`src/rtl/core/mwm_pkg.sv`:
```
// shared types and constants for the mecanum wheel mixer
`default_nettype none
package mwm_pkg;

    localparam int WHEELS = 4;

    // quotient bits of the wheel scaling and duty dividers
    localparam int SCALE_BITS = 15;
    localparam int DUTY_BITS = 8;

    // x / 1000 == (x * RECIP_1000) >> RECIP_SHIFT for x below 2^27
    localparam logic [27:0] RECIP_1000 = 28'd137438954;
    localparam int RECIP_SHIFT = 37;

    localparam logic [DUTY_BITS-1:0] DUTY_FULL = 8'd255;
    localparam logic signed [15:0] S16_MAX = 16'sh7fff;
    localparam logic signed [15:0] S16_MIN = -16'sh8000;

    typedef logic signed [18:0] wheel_t;
    typedef logic [17:0] wheel_mag_t;
    typedef logic signed [15:0] speed_t;
    typedef logic signed [8:0] duty_t;

    typedef enum logic [1:0] {
        REG_TRACK_WIDTH = 2'd0,
        REG_WHEEL_BASE  = 2'd1,
        REG_MAX_SPEED   = 2'd2,
        REG_MIN_DUTY    = 2'd3
    } cfg_index_t;

endpackage
`default_nettype wire

```
`src/rtl/core/mwm_kin.sv`:
```
// rotation term, wheel speeds and peak magnitude, six register stages
`default_nettype none
module mwm_kin
    import mwm_pkg::*;
(
    input  wire logic        clk,
    input  wire logic        rst_n,
    input  wire logic        in_valid,
    input  wire speed_t      vx,
    input  wire speed_t      vy,
    input  wire speed_t      rate,
    input  wire logic [11:0] half_sum,
    output logic             out_valid,
    output wheel_t           w [WHEELS],
    output wheel_mag_t       peak
);

    logic [5:0] valid_reg;

    logic signed [28:0] prod1_reg;
    speed_t vx1_reg, vy1_reg, vx2_reg, vy2_reg, vx3_reg, vy3_reg;
    logic neg2_reg, neg3_reg;
    logic [26:0] mag2_reg;
    logic [17:0] rot3_reg;
    wheel_t w4_reg [WHEELS];
    wheel_t w5_reg [WHEELS];
    wheel_t w6_reg [WHEELS];
    wheel_mag_t abs5_reg [WHEELS];
    wheel_mag_t peak6_reg;

    logic [28:0] prod_abs;
    logic [54:0] recip_prod;
    wheel_t rot;
    wheel_t vx_w, vy_w;
    wheel_t w_abs [WHEELS];
    wheel_mag_t max_a, max_b;

    always_comb
    begin
        prod_abs = prod1_reg[28] ? 29'(-prod1_reg) : 29'(prod1_reg);
        recip_prod = 55'(mag2_reg) * 55'(RECIP_1000);
        rot = neg3_reg ? -$signed({1'b0, rot3_reg}) : $signed({1'b0, rot3_reg});
        vx_w = 19'(vx3_reg);
        vy_w = 19'(vy3_reg);
        for (int j = 0; j < WHEELS; j++)
        begin
            w_abs[j] = w4_reg[j][18] ? -w4_reg[j] : w4_reg[j];
        end
        max_a = (abs5_reg[0] > abs5_reg[1]) ? abs5_reg[0] : abs5_reg[1];
        max_b = (abs5_reg[2] > abs5_reg[3]) ? abs5_reg[2] : abs5_reg[3];
    end

    always_ff @(posedge clk or negedge rst_n)
    begin
        if (!rst_n)
        begin
            valid_reg <= '0;
        end
        else
        begin
            valid_reg <= {valid_reg[4:0], in_valid};
        end
    end

    always_ff @(posedge clk)
    begin
        prod1_reg <= $signed(rate) * $signed({1'b0, half_sum});
        vx1_reg <= vx;
        vy1_reg <= vy;

        neg2_reg <= prod1_reg[28];
        mag2_reg <= prod_abs[26:0];
        vx2_reg <= vx1_reg;
        vy2_reg <= vy1_reg;

        neg3_reg <= neg2_reg;
        rot3_reg <= recip_prod[RECIP_SHIFT +: 18];
        vx3_reg <= vx2_reg;
        vy3_reg <= vy2_reg;

        w4_reg[0] <= vx_w - vy_w - rot;
        w4_reg[1] <= vx_w + vy_w + rot;
        w4_reg[2] <= vx_w + vy_w - rot;
        w4_reg[3] <= vx_w - vy_w + rot;

        for (int j = 0; j < WHEELS; j++)
        begin
            abs5_reg[j] <= w_abs[j][17:0];
            w5_reg[j] <= w4_reg[j];
            w6_reg[j] <= w5_reg[j];
        end
        peak6_reg <= (max_a > max_b) ? max_a : max_b;
    end

    assign out_valid = valid_reg[5];
    assign w = w6_reg;
    assign peak = peak6_reg;

endmodule
`default_nettype wire

```
`config.mk`:
```
export PLATFORM = sky130hd
export DESIGN_NAME = mwm_kin
export DESIGN_NICKNAME = d
export VERILOG_FILES = /design/src/rtl/core/mwm_pkg.sv /design/src/rtl/core/mwm_kin.sv
export SDC_FILE = /design/constraint.sdc
export NUM_CORES = 2
export LEC_CHECK = 0
export ABC_AREA = 0
export BUFFER_PORTS_ARGS = -buffer_cell sky130_fd_sc_hd__buf_2
export CAP_MARGIN = 20
export CORE_ASPECT_RATIO = 1.75
export CORE_UTILIZATION = 65
export DETAILED_ROUTE_END_ITERATION = 16
export PLACE_DENSITY = 0.82
export SETUP_SLACK_MARGIN = 0.05
export SYNTH_ARGS = -nofsm -noshare
export SYNTH_HDL_FRONTEND = slang
export SYNTH_SLANG_ARGS = --single-unit
```
`constraint.sdc`:
```
create_clock -name clk -period 10.35 [get_ports clk]
set_clock_uncertainty 0.15 [all_clocks]
set_input_delay 2.07 -clock clk [delete_from_list [all_inputs] [get_ports clk]]
set_output_delay 2.07 -clock clk [all_outputs]
set_load 0.03 [all_outputs]
```
[Word-level counts from Yosys, hierarchy flattened]
Memory sizes are Yosys's and may differ from the RTL's. A register that Yosys moved wholly into a read port is not among the register bits.
Cells that the tools add are included.
Cells by class
  $add $sub $neg: 12
  multiply operators: 2
  divide/modulo/power cells: 0
  magnitude comparators: 3
  eq/ne operators: 0
  shift operators: 0
  muxes and demuxes: 9
  bitwise logic cells: 0
  reduce and logical (&&, ||, !) cells: 0
Operator list (count)
  $mux W18: 7
  $neg A18 Y18: 4
  $gt A18 B18 Y1: 3
  $mul A27 B27 Y54 const B: 1
  $add A17 B19 Y19: 2
  $sub A17 B19 Y19: 2
  $mul A16 B13 Y29: 1
  $mux W27: 1
  $neg A27 Y27: 1
  $mux W19: 1
  $neg A18 Y19: 1
  $add A16 B16 Y17: 1
  $sub A16 B16 Y17: 1
Storage, ports and cells
  flip-flop bits (word level): 196
  bits in latches: 0
  memory bits (writable): 224
  bits in read-only memories: 0
  bits of input ports: 63
  output and inout bits: 95
  logic and storage cells: 42
  memories kept: 3
Memory list
  w4_reg: depth 4, bits a word 19, read ports 4, clocked after memory_dff 0, write ports 4, RTL line mwm_kin.sv:25  | wheel_t w4_reg [WHEELS];
  w5_reg: depth 4, bits a word 19, read ports 4, clocked after memory_dff 4, write ports 4, RTL line mwm_kin.sv:26  | wheel_t w5_reg [WHEELS];
  abs5_reg: depth 4, bits a word 18, read ports 4, clocked after memory_dff 0, write ports 4, RTL line mwm_kin.sv:28  | wheel_mag_t abs5_reg [WHEELS];

[Depth between registers and ports, before layout]
An unclocked memory read counts as a cell.
  depth in word-level cells: 5
  gate-level depth with buffers: 25
  mapped depth without buffers: 23

[Least setup slack after synthesis]
No wires, ideal clock.
  kind: input to register
  start: input rate[15]
  end: register prod1_reg[28]
  library setup time: 0.121 ns
  arrival: 7.007 ns
  setup slack: 3.072 ns
  stages: 21
  buffers on the path: 1
  cells stage by stage: clkbuf_1 > and2_1 > fa_1 > inv_1 > fa_1 > inv_1 > fa_1 > fa_1 > inv_1 > fa_1 > inv_1 > ha_1 > nand2_1 > nor2_1 > nand3_1 > nor3_1 > o21ai_0 > a31oi_1 > a21o_1 > a21oi_1 > xnor2_1
On the way
  longest elaborated chain between the ends: 1
RTL lines
  start, declared: RTL line mwm_kin.sv:11  | input wire speed_t rate,
  $mul A16 B13 Y29: RTL line mwm_kin.sv:67  | prod1_reg <= $signed(rate) * $signed({1'b0, half_sum});
  end signal, assigned: RTL line mwm_kin.sv:67
  end, declared: RTL line mwm_kin.sv:20  | logic signed [28:0] prod1_reg;
Every way passes these cells.

[Final worst setup path]
  start: register mag2_reg[20]
  end: register rot3_reg[16]
On the way
  longest elaborated chain between the ends: 1
RTL lines
  start, declared: RTL line mwm_kin.sv:23  | logic [26:0] mag2_reg;
  start signal, assigned: RTL line mwm_kin.sv:72  | mag2_reg <= prod_abs[26:0];
  $mul A27 B27 Y54: RTL line mwm_kin.sv:41  | recip_prod = 55'(mag2_reg) * 55'(RECIP_1000);
  net recip_prod[53]: RTL line mwm_kin.sv:32  | logic [54:0] recip_prod;
  end signal, assigned: RTL line mwm_kin.sv:77  | rot3_reg <= recip_prod[RECIP_SHIFT +: 18];
  end, declared: RTL line mwm_kin.sv:24  | logic [17:0] rot3_reg;
The timed path passes the listed nets, and every way through them passes these cells.

==> flow_summary.ini <==
[worst_setup_path]
critPathKind = register to register
startpoint_type = register
path_delay_family = adder cells
worstPathRequired_ns = 10.64
cp_data_arrival_time_ns = 7.72
crit_start = mag2_reg[20]$_DFF_P_
crit_path_end_kind = register
timing.critical_path.mode_cell = fa_1
cpMaxStageDelayCell = fa_1
crit_chain = ha_1 > inv_1 > fa_1 > inv_1 > ha_1 > fa_1 > fa_1 > fa_1 > inv_1 > fa_1 > inv_1 > ha_1 > a21oi_1 > o21ai_0 > or3_1 > a211oi_1 > nor3_1 > buf_4 > a32o_1 > a221o_1 > o311ai_0
r2r-start = mag2_reg[20]$_DFF_P_
slowest_delay_ns = 0.78
path_max_fanout = 8
crit_buf_inv = 5

[routing]
firstDrtPassIters = 5
drtIter0Drc = 1112
wl_um = 87600
wire_per_inst_um = 19.4
drc_errors = 0
detail_route.vias_per_cell = 5.59
ant_nets = 0
vias = 25300

[clock_tree]
clk_path_buf_depth = 3
clock-sinks = 485
clock-root-buffer = clkbuf_16
cts_tree = done
cts_setup_buffers = 0
htreeDepth = 2
cts-resized-gates = 0
clock_latency_ns = 0.58
clk_pin_slew_ns = 0.07
hold_buffers = 0
cts_made_buffers = 41

[floorplanning]
std_cell_rows = 114
dieWidth_um = 180
io_pins = 158
die_area_um2 = 56600
coreArea_um2 = 55100
die_h_um = 314
initial_core_util_pct = 65.6

[timing]
hold_violations = 0
setup_violations = 0
maxSlewHeadroom_pct = 27.8
slew_viol_final = 0
fin_crit_ns = 7.43
max_freq_ghz = 0.135
worstMarginPinSlew_ns = 1.07
rsz0062_at_grt = false
post-route-period-util_pct = 71.8
timing.setup.tns_ns = 0

[global_routing]
antenna_found_initial = 7
grt_usage_pct = 31.7
grt_overflow = 0
grt_pass1_vias = 27600
grt_max_degree = 30
grt_pass1_wl_um = 138000

[yosys]
synthArstFlopShare_pct = 1.24
yosysWarnings = 0
synth_edf_count = 0
yosysSeqAreaShare_pct = 27.0
synth_top_area_share_pct = 26.5
yosysTopAreaCell = dfxtp_1
synth_compound_area_share_pct = 9.18
synth_cell_type_count = 67
synth_top_family_by_area = adder cells
synth-xor-area-share_pct = 5.89
synth_area_leaders = dfxtp_1 (27%), fa_1 (23%), ha_1 (18%)
synthTopCellsByCount = inv_1 (806), ha_1 (516), dfxtp_1 (479), fa_1 (409), a21oi_1 (210)
synth_mux_area_share_pct = 0.499
yosys.area_share.simple_pct = 7.78
syn_nets = 4642
synth_area_um2 = 36100
syn_inst = 3654
syn_area_per_cell_um2 = 9.89
ys.flop_type = dfxtp_1
synth_seq_cells = 485
synth_fa_ha_area_share_pct = 40.5
yosysMostFrequentCell = inv_1

[final_layout]
areaGrowthSynthToFinish_pct = 7.81
fin_nets = 4778
fillers = 4075
drive_above_1_share_pct = 6.57

[placed_design]
globalplace.congestion = 1.09
io_buffers = 157
dp_hpwl_um = 74200

[hold_path]
hold_path.class = register to register
hp-start = vx2_reg[2]$_DFF_P_

[flow_run]
drv_cap = 0

[status]
outcome = finished, final reports clean
-- worst reg2reg max path, delay by kind of cell (launching register included) --
| family | cells | cell delay, ns |
|---|---|---|
| AO/OA/AOI/OAI | 6 | 1.74 |
| adder cells (fa/ha/maj) | 8 | 3.68 |
| buffers and inverters | 5 | 0.47 |
| flip-flops | 1 | 0.71 |
| AND/OR/NAND/NOR | 2 | 0.56 |
-- final cells by class --
class | count | area, um^2 | share of cell area [%]
Antenna cell | 1 | 2.50 | 0.00642
Inverter | 806 | 3030 | 7.77
Multi-Input combinational cell | 2289 | 23100 | 59.3
Timing Repair Buffer | 167 | 861 | 2.21
Sequential cell | 485 | 9740 | 25.0
Tap cell | 696 | 871 | 2.24
Clock buffer | 45 | 1070 | 2.75
Clock inverter | 28 | 302 | 0.774
-- through the flow --
stage               instance area (um^2)  worst slack, ns  hold slack (ns)  std cells  utilization, %
finish                             39000             2.92            0.171       4517            70.7
global route                       39000             2.69            0.177       4517            70.7
CTS                                38900             3.03            0.171       4516            70.7
detailed placement                 37600             2.53            0.162       4443            68.3
global placement                   37600             2.64            0.161       4442            68.2
floorplan                          36100             3.07            0.160       3654               -
-- metal layers --
layer / GRT usage (%) / part of all wire, % / up-vias
li1: - / - / 11800
met1: 25.9 / 30 / 12300
met2: 64.1 / 56 / 760
met3: 4.33 / 3.8 / 404
met4: 28.6 / 10 / 12
met5: 0 / 0.086 / -
-- layout by cell type, fill, tap and decap left out, types with 86 or more instances in the layout --
master | synthesis | layout
inv_1 | 806 | 806
a21oi_1 | 210 | 210
nor2_1 | 86 | 86
and2_1 | 97 | 97
nand2_1 | 208 | 208
o21ai_0 | 92 | 92
fa_1 | 409 | 409
ha_1 | 516 | 516
dfxtp_1 | 479 | 479
buf_2 | 1 | 157
xnor2_1 | 201 | 201
-- cells by family (layout without fill, tap and decap cells) --
group                    after synthesis  in the layout
AND/OR/NAND/NOR                      571            571
buffers and inverters                880           1046
other                                  0              1
AO/OA/AOI/OAI                        532            532
XOR/XNOR                             243            243
flip-flops                           485            485
adder cells (fa/ha/maj)              925            925
multiplexers                          18             18
-- final timing paths --
| check | slack (ns) | cells past startpoint | endpoint |
|---|---|---|---|
| max | 2.92 | 21 | rot3_reg[16]$_DFF_P_ |
| min | 0.17 | 0 | vx3_reg[2]$_DFF_P_ |
| max reg2reg | 2.92 | 21 | rot3_reg[16]$_DFF_P_ |
| min reg2reg | 0.17 | 0 | vx3_reg[2]$_DFF_P_ |
| max in group asynchronous | 8.75 | 1 | valid_reg[4]$_DFF_PN0_ |
| min in group asynchronous | 1.16 | 1 | valid_reg[3]$_DFF_PN0_ |
Power is left out: the tool's default activity adds up to more than one toggle a clock period on the data nets, which glitch-free logic cannot reach.
