## src/rtl/core/mwm_pkg.sv

```systemverilog
// shared types and constants for the mecanum wheel mixer
`default_nettype none
package mwm_pkg;

    localparam int WHEELS = 4;

    // quotient bits of the wheel scaling and duty dividers
    localparam int SCALE_BITS = 15;
    localparam int DUTY_BITS = 8;

    // x / 1000 == (x * RECIP_1000) >> RECIP_SHIFT for x below 2^27
    localparam logic [27:0] RECIP_1000 = 28'd137438954;
    localparam int RECIP_SHIFT = 37;

    localparam logic [DUTY_BITS-1:0] DUTY_FULL = 8'd255;
    localparam logic signed [15:0] S16_MAX = 16'sh7fff;
    localparam logic signed [15:0] S16_MIN = -16'sh8000;

    typedef logic signed [18:0] wheel_t;
    typedef logic [17:0] wheel_mag_t;
    typedef logic signed [15:0] speed_t;
    typedef logic signed [8:0] duty_t;

    typedef enum logic [1:0] {
        REG_TRACK_WIDTH = 2'd0,
        REG_WHEEL_BASE  = 2'd1,
        REG_MAX_SPEED   = 2'd2,
        REG_MIN_DUTY    = 2'd3
    } cfg_index_t;

endpackage
`default_nettype wire

```

## src/rtl/core/mwm_duty.sv

```systemverilog
// duty = speed * 255 / max with saturation and floor, one quotient bit per stage
`default_nettype none
module mwm_duty
    import mwm_pkg::*;
(
    input  wire logic                  clk,
    input  wire logic                  rst_n,
    input  wire logic                  in_valid,
    input  wire speed_t                speed_in [WHEELS],
    input  wire logic [SCALE_BITS-1:0] max_speed,
    input  wire logic [DUTY_BITS-1:0]  min_duty,
    output logic                       out_valid,
    output speed_t                     speed [WHEELS],
    output duty_t                      duty [WHEELS]
);

    logic [DUTY_BITS:0] valid_reg;
    logic out_valid_reg;
    logic [22:0] rem_reg [DUTY_BITS+1][WHEELS];
    logic [DUTY_BITS-1:0] q_reg [DUTY_BITS+1][WHEELS];
    logic [DUTY_BITS:0] sat_reg [WHEELS];
    logic [DUTY_BITS:0] zero_reg [WHEELS];
    speed_t s_reg [DUTY_BITS+1][WHEELS];
    speed_t speed_reg [WHEELS];
    duty_t duty_reg [WHEELS];

    logic [15:0] s_abs [WHEELS];
    logic [22:0] dvd [WHEELS];
    logic [22:0] trial [1:DUTY_BITS];
    logic [DUTY_BITS-1:0] mag [WHEELS];
    duty_t duty_next [WHEELS];

    always_comb
    begin
        for (int j = 0; j < WHEELS; j++)
        begin
            s_abs[j] = speed_in[j][15] ? 16'(-speed_in[j]) : 16'(speed_in[j]);
            dvd[j] = 23'({s_abs[j], 8'b0} - {8'b0, s_abs[j]});
        end
        for (int k = 1; k <= DUTY_BITS; k++)
        begin
            trial[k] = 23'(max_speed) << (DUTY_BITS - k);
        end
        for (int j = 0; j < WHEELS; j++)
        begin
            mag[j] = sat_reg[j][DUTY_BITS] ? DUTY_FULL : q_reg[DUTY_BITS][j];
            // a small nonzero duty is raised to the floor
            if (mag[j] != '0 && mag[j] < min_duty)
            begin
                mag[j] = min_duty;
            end
            if (zero_reg[j][DUTY_BITS])
            begin
                duty_next[j] = '0;
            end
            else
            begin
                duty_next[j] = s_reg[DUTY_BITS][j][15] ? -$signed({1'b0, mag[j]})
                                                       : $signed({1'b0, mag[j]});
            end
        end
    end

    always_ff @(posedge clk or negedge rst_n)
    begin
        if (!rst_n)
        begin
            valid_reg <= '0;
            out_valid_reg <= 1'b0;
        end
        else
        begin
            valid_reg <= {valid_reg[DUTY_BITS-1:0], in_valid};
            out_valid_reg <= valid_reg[DUTY_BITS];
        end
    end

    always_ff @(posedge clk)
    begin
        for (int j = 0; j < WHEELS; j++)
        begin
            rem_reg[0][j] <= dvd[j];
            q_reg[0][j] <= '0;
            s_reg[0][j] <= speed_in[j];
            sat_reg[j][0] <= dvd[j] >= {max_speed, 8'b0};
            zero_reg[j][0] <= (speed_in[j] == '0) || (max_speed == '0);
            for (int k = 1; k <= DUTY_BITS; k++)
            begin
                s_reg[k][j] <= s_reg[k-1][j];
                sat_reg[j][k] <= sat_reg[j][k-1];
                zero_reg[j][k] <= zero_reg[j][k-1];
                if (rem_reg[k-1][j] >= trial[k])
                begin
                    rem_reg[k][j] <= rem_reg[k-1][j] - trial[k];
                    q_reg[k][j] <= q_reg[k-1][j] | (DUTY_BITS'(1) << (DUTY_BITS - k));
                end
                else
                begin
                    rem_reg[k][j] <= rem_reg[k-1][j];
                    q_reg[k][j] <= q_reg[k-1][j];
                end
            end
            speed_reg[j] <= s_reg[DUTY_BITS][j];
            duty_reg[j] <= duty_next[j];
        end
    end

    assign out_valid = out_valid_reg;
    assign speed = speed_reg;
    assign duty = duty_reg;

endmodule
`default_nettype wire

```

## config.mk

```make
export PLATFORM = sky130hd
export DESIGN_NAME = mwm_duty
export DESIGN_NICKNAME = d
export VERILOG_FILES = /design/src/rtl/core/mwm_pkg.sv /design/src/rtl/core/mwm_duty.sv
export SDC_FILE = /design/constraint.sdc
export NUM_CORES = 2
export LEC_CHECK = 0
export BUFFER_PORTS_ARGS = -buffer_cell sky130_fd_sc_hd__buf_2
export CORE_AREA = 5 5 445 447
export CTS_CLUSTER_SIZE = 10
export DETAILED_ROUTE_END_ITERATION = 12
export DIE_AREA = 0 0 450 452
export PLACE_DENSITY = 0.62
export SYNTH_ARGS = -nofsm -noshare
export SYNTH_HDL_FRONTEND = slang
export SYNTH_SLANG_ARGS = --single-unit
```

## constraint.sdc

```tcl
create_clock -name clk -period 9.05 [get_ports clk]
set_clock_uncertainty 0.05 [all_clocks]
set_input_delay 0.4525 -clock clk [delete_from_list [all_inputs] [get_ports clk]]
set_output_delay 0.4525 -clock clk [all_outputs]
set_load 0.005 [all_outputs]
```

; After elaboration in Yosys (flattened, before gate mapping)
; Memories as Yosys holds them, arrays and structs flattened.
; Cells that the tools add are included.
[word_totals]
reg_bits = 110
ramBits = 1764
in_bits = 90
output_inout_bits = 101
word_cells = 368
mem_count = 5
[memory_table]
columns = name, depth, word_bits, read_ports, rd_clocked_by_memory_dff, write_ports, line
row1 = rem_reg, 9, 92, 8, 0, 9, mwm_duty.sv:19  ; logic [22:0] rem_reg [DUTY_BITS+1][WHEELS];
row2 = s_reg, 9, 64, 9, 0, 9, mwm_duty.sv:23  ; speed_t s_reg [DUTY_BITS+1][WHEELS];
row3 = q_reg, 9, 32, 9, 0, 9, mwm_duty.sv:20  ; logic [DUTY_BITS-1:0] q_reg [DUTY_BITS+1][WHEELS];
row4 = sat_reg, 4, 9, 4, 0, 4, mwm_duty.sv:21  ; logic [DUTY_BITS:0] sat_reg [WHEELS];
row5 = zero_reg, 4, 9, 4, 0, 4, mwm_duty.sv:22  ; logic [DUTY_BITS:0] zero_reg [WHEELS];
[op_classes]
addsub = 44
n_lt_le_gt_ge = 40
muxes = 176
n_bitwise = 68
reduce_logical = 21
[ops]
columns = operator, n
row1 = 23-bit two-way mux, 32
row2 = 8-bit two-way mux, 44
row3 = 23-bit by 16-bit subtractor with 23-bit output, 8
row4 = 1-bit two-way mux, 96
row5 = 23-bit by 15-bit greater-or-equal comparator with 1-bit output, 4
row6 = 23-bit by 16-bit greater-or-equal comparator with 1-bit output, 4
row7 = 23-bit by 17-bit greater-or-equal comparator with 1-bit output, 4
row8 = 23-bit by 18-bit greater-or-equal comparator with 1-bit output, 4
row9 = 23-bit by 19-bit greater-or-equal comparator with 1-bit output, 4
row10 = 23-bit by 20-bit greater-or-equal comparator with 1-bit output, 4
row11 = 23-bit by 21-bit greater-or-equal comparator with 1-bit output, 4
row12 = 23-bit by 22-bit greater-or-equal comparator with 1-bit output, 4
row13 = 23-bit greater-or-equal comparator, 4
row14 = 23-bit by 15-bit subtractor with 23-bit output, 4
row15 = 23-bit by 17-bit subtractor with 23-bit output, 4
row16 = 23-bit by 18-bit subtractor with 23-bit output, 4
row17 = 23-bit by 19-bit subtractor with 23-bit output, 4
row18 = 23-bit by 20-bit subtractor with 23-bit output, 4
row19 = 23-bit by 21-bit subtractor with 23-bit output, 4
row20 = 23-bit by 22-bit subtractor with 23-bit output, 4
row21 = 16-bit zero test, 4
row22 = 16-bit two-way mux, 4
row23 = 16-bit negation, 4
row24 = 1-bit OR, 64
row25 = other kinds (8), 29

; Depth between registers and ports, before layout
; An unclocked memory read counts as a cell.
[depth]
ltp_word = 7
depth_mapped = 24
mapped_depth_nobuf = 22

; Worst setup path before layout
; No wires, ideal clock.
[synth_timing]
path_type = input to register
start = input port speed_in[0] (netlist name)
end = memory sat_reg[1][9] (netlist name)
setup_time_ns = 0.069
arrival_time_ns = 4.837
required_ns = 8.931
slack_ns = 4.094
stages = 22
n_path_buf = 2
cell_sequence = buf_2 inv_1 ha_1 clkbuf_1 a41oi_1 xnor2_1 ha_1 nor3b_1 nand4_1 a211oi_2 maj3_1 a21boi_2 maj3_2 o21bai_1 xor2_1 ha_1 nand4_1 or4_1 or4_1 o211ai_1 a221oi_1 o21ai_1
[synth_lines]
columns = item, line
row1 = start: declaration, mwm_duty.sv:9  ; input wire speed_t speed_in [WHEELS],
row2 = end: declaration, mwm_duty.sv:21

==> results by group <==
STA
  • Fmax achieved: 182 MHz
  • Fin. Hold Viols: 0
  • Slew @ Worst Pin: 1280 ps
  • Fin crit period: 5490 ps
  • Setup violators final: 0
  • Tcrit/Tclk final: 60.7%
  • Slew Viols, Final: 0
  • Worst slew margin: 14.7%
  • Fin Setup TNS: 0 ps
  • RSZ-0062 raised after global routing: false

Placed design
  • Placer Congestion: 0.861
  • Port bufs: 190
  • Hpwl dp: 123 mm

Pwr
  • Sequential power share: 37.2%
  • Total power: 27200 uW
  • Maximum VDD drop: 176 uV
  • Net Switching: 9460 uW
  • Static leakage: 0.0327 uW
  • Internal power: 17700 uW
  • Power Density: 350 nW/um^2
  • Comb pwr share: 37.8%
  • Switching share of power: 34.8%
  • Clock group share of total power: 25.0%

Critical path
  • Critical Path Source Type: primary input
  • Nature of the critical path endpoint: flop
  • Reg2reg end: duty[26]
  • Worst R2R Setup Slack: 4980 ps
  • Max Fanout on Critical Path: 9
  • Critical Path AT: 6210 ps
  • Setup CP Type: primary input to flop
  • Data required, critical path: 9770 ps
  • R2r worst-path depth: 11
  • Origin of the critical flop-to-flop path: sat_reg[0][17]

Synthesis
  • Syn_nets: 7477
  • Post-synth top cells: 1596 x dfxtp_1, 599 x ha_1, 539 x nor2_1
  • Syn avg cell area: 9.96 sq um
  • Synth area leader: dfxtp_1
  • Ys Warns: 0
  • Number of flops mapped to enable cells by yosys: 0
  • Post-synth top area share: 47.4%
  • #FFs+latches synth: 1606
  • Post-Syn Area: 67400 sq um
  • Top FF cell, synth: dfxtp_1
  • Synth Instances: 6760
  • Ranking of synthesized cells by area: dfxtp_1 47%, ha_1 11%, xnor2_1 4.1%, a21oi_1 3.7%, xor2_1 3.2%
  • Async SR Flop Fraction: 0.623%
  • Seq/Total Area, Yosys: 47.8%
  • Library cells used by synthesis: 98
  • Count leader, synth: dfxtp_1

Floorplanning
  • Die ar.: 203000 sq um
  • Die height: 452 um
  • Core ar.: 194000 sq um
  • Die Wd: 450 um
  • Initial Utilization: 34.8%
  • Boundary Pins: 191
  • Row count: 162

Detailed routing
  • DR vias/cell: 5.06
  • Residual DRC: 0
  • DR iter-0 viols: 2942
  • WL final: 165 mm
  • Router iterations before antenna repair: 6
  • Post-route ant nets: 0
  • WL/cell: 17.0 um
  • DR vias: 49100

Global route
  • Tot GR Track Use: 16.0%
  • GRT overflow: 0
  • Largest net degree at the start of global routing: 37
  • Vias in the first global route: 49200
  • Initial antenna violation count: 14
  • Global-route wire length before repair: 264 mm

Clock network
  • CTS root buf: clkbuf_16
  • CTS tree: done
  • H-tree levels: 4
  • Register clock-pin slew on the reported worst setup and hold paths: 60 ps
  • Clk buf depth: 3
  • Sink Count: 1606
  • Total CTS buffers: 188
  • Worst skew pair latency: 830 ps

Layout
  • Largest register FFs: 704
  • Fillers: 18700
  • # nets final: 7823
  • Layout area overhead: 15.1%
  • Layout cell share with drive strength beyond 1: 9.19%

Outcome
  • Status: finished clean

Min path
  • Worst Min Path Start: min_duty[3]
  • Hold WC Path Type: primary input to flop
  • Worst Hold Depth: 4
  • Hold Path End: duty[30]

Run
  • Max-cap viol count: 0
[kinds of logic (layout without fill, tap and decap cells)]
logic type      count (synthesis)  count (layout)  share of synthesized area, %
xor+xnor                      559             559                          7.32
other cells                     0               3                             0
mux                           152             152                          2.45
simple gates                 1935            1935                          14.4
compound gates               1479            1479                          13.7
fa+ha+maj                     634             634                          12.1
flops                        1606            1606                          47.8
buf+inv                       395             803                          2.22
[final cells by class]
cell class                      instances  area [sq um]  share of cell area (%)
Clock buffer                          225          4980                    6.43
Sequential cell                      1606         32200                    41.5
Tap cell                             2542          3180                    4.10
Timing Repair Buffer                  288          1860                    2.40
Multi-Input combinational cell       4759         33800                    43.6
Inverter                              263           987                    1.27
Antenna cell                            3          7.51                 0.00968
Clock inverter                         27           531                   0.684
[layer usage]
layer	wire length, um	global-route usage (%)	vias up	share of wire, %
li1	-	-	24700	-
met1	75200	20.4	23000	45
met2	77800	27.4	1173	47
met3	7410	2.76	296	4.5
met4	5030	5.31	2	3.0
met5	11	0	-	0.0067
[how the worst max path moves through the flow]
stage                 start  depth (start not counted)             to  slack (ps)
2_1_floorplan   speed_in[0]                         22  sat_reg[1][9]        4090
3_3_place_gp   speed_in[16]                         22  sat_reg[1][0]        3420
3_5_place_dp   speed_in[16]                         20  sat_reg[1][0]        3340
4_1_cts        speed_in[16]                         21  sat_reg[1][0]        3680
5_1_grt        speed_in[36]                         23  sat_reg[0][9]        3050
6_report       speed_in[16]                         21  sat_reg[1][0]        3560
[placed cells by master (no fill, tap or decap), drive strengths merged, types with 122 or more instances in the layout]
cell / n
a21o: 123
a21oi: 501
buf: 221
clkbuf: 225
dfxtp: 1596
ha: 599
inv: 268
nand2: 400
nand3: 122
nor2: 539
nor3: 183
o21ai: 336
xnor2: 314
xor2: 243
[what timing repair did]
| item | 4_1_cts | 5_1_grt |
|---|---|---|
| resized for setup | 0 | 0 |
| hold buffers | 67 | 0 |
| hold endpoints to repair | 88 | 0 |
| setup buffers | 0 | 0 |
[metrics by stage]
stage                     hold slack, ps  std cells  utilization [%]  setup WS, ps  instance area [sq um]
final                               97.7       9713             40.0          3560                  77500
after floorplan                      107       6760                -          4090                  67400
after detailed placement             262       9391             36.8          3340                  71300
after CTS                           23.6       9710             40.0          3680                  77500
after global routing                76.3       9712             40.0          3050                  77500
after global placement               255       9391             36.8          3420                  71300
[critical path, cell delays in order]
cell and delay [ps]:
dlygate4sd3_1 540, buf_2 180, inv_1 110, ha_1 240, nand2b_1 130, or4_1 650, nand2_1 140, xor2_1 500
ha_1 390, o211a_1 150, a21oi_1 280, o41ai_1 160, nor4_1 670, xnor2_1 190, ha_1 330, nand4_1 70
or4_1 410, o41ai_1 280, o21ai_1 130, nand2_1 80, a221o_1 130
[power groups by stage]
stage / clock (uW) / sequential, uW / combinational [uW]
2_1_floorplan: 0 / 9780 / 8140
3_3_place_gp: 0 / 10200 / 9890
3_5_place_dp: 0 / 10200 / 10100
4_1_cts: 7020 / 10100 / 10200
5_1_grt: 7340 / 10300 / 11600
6_report: 6790 / 10100 / 10300
No activity file was read; power rests on OpenSTA's default activity.
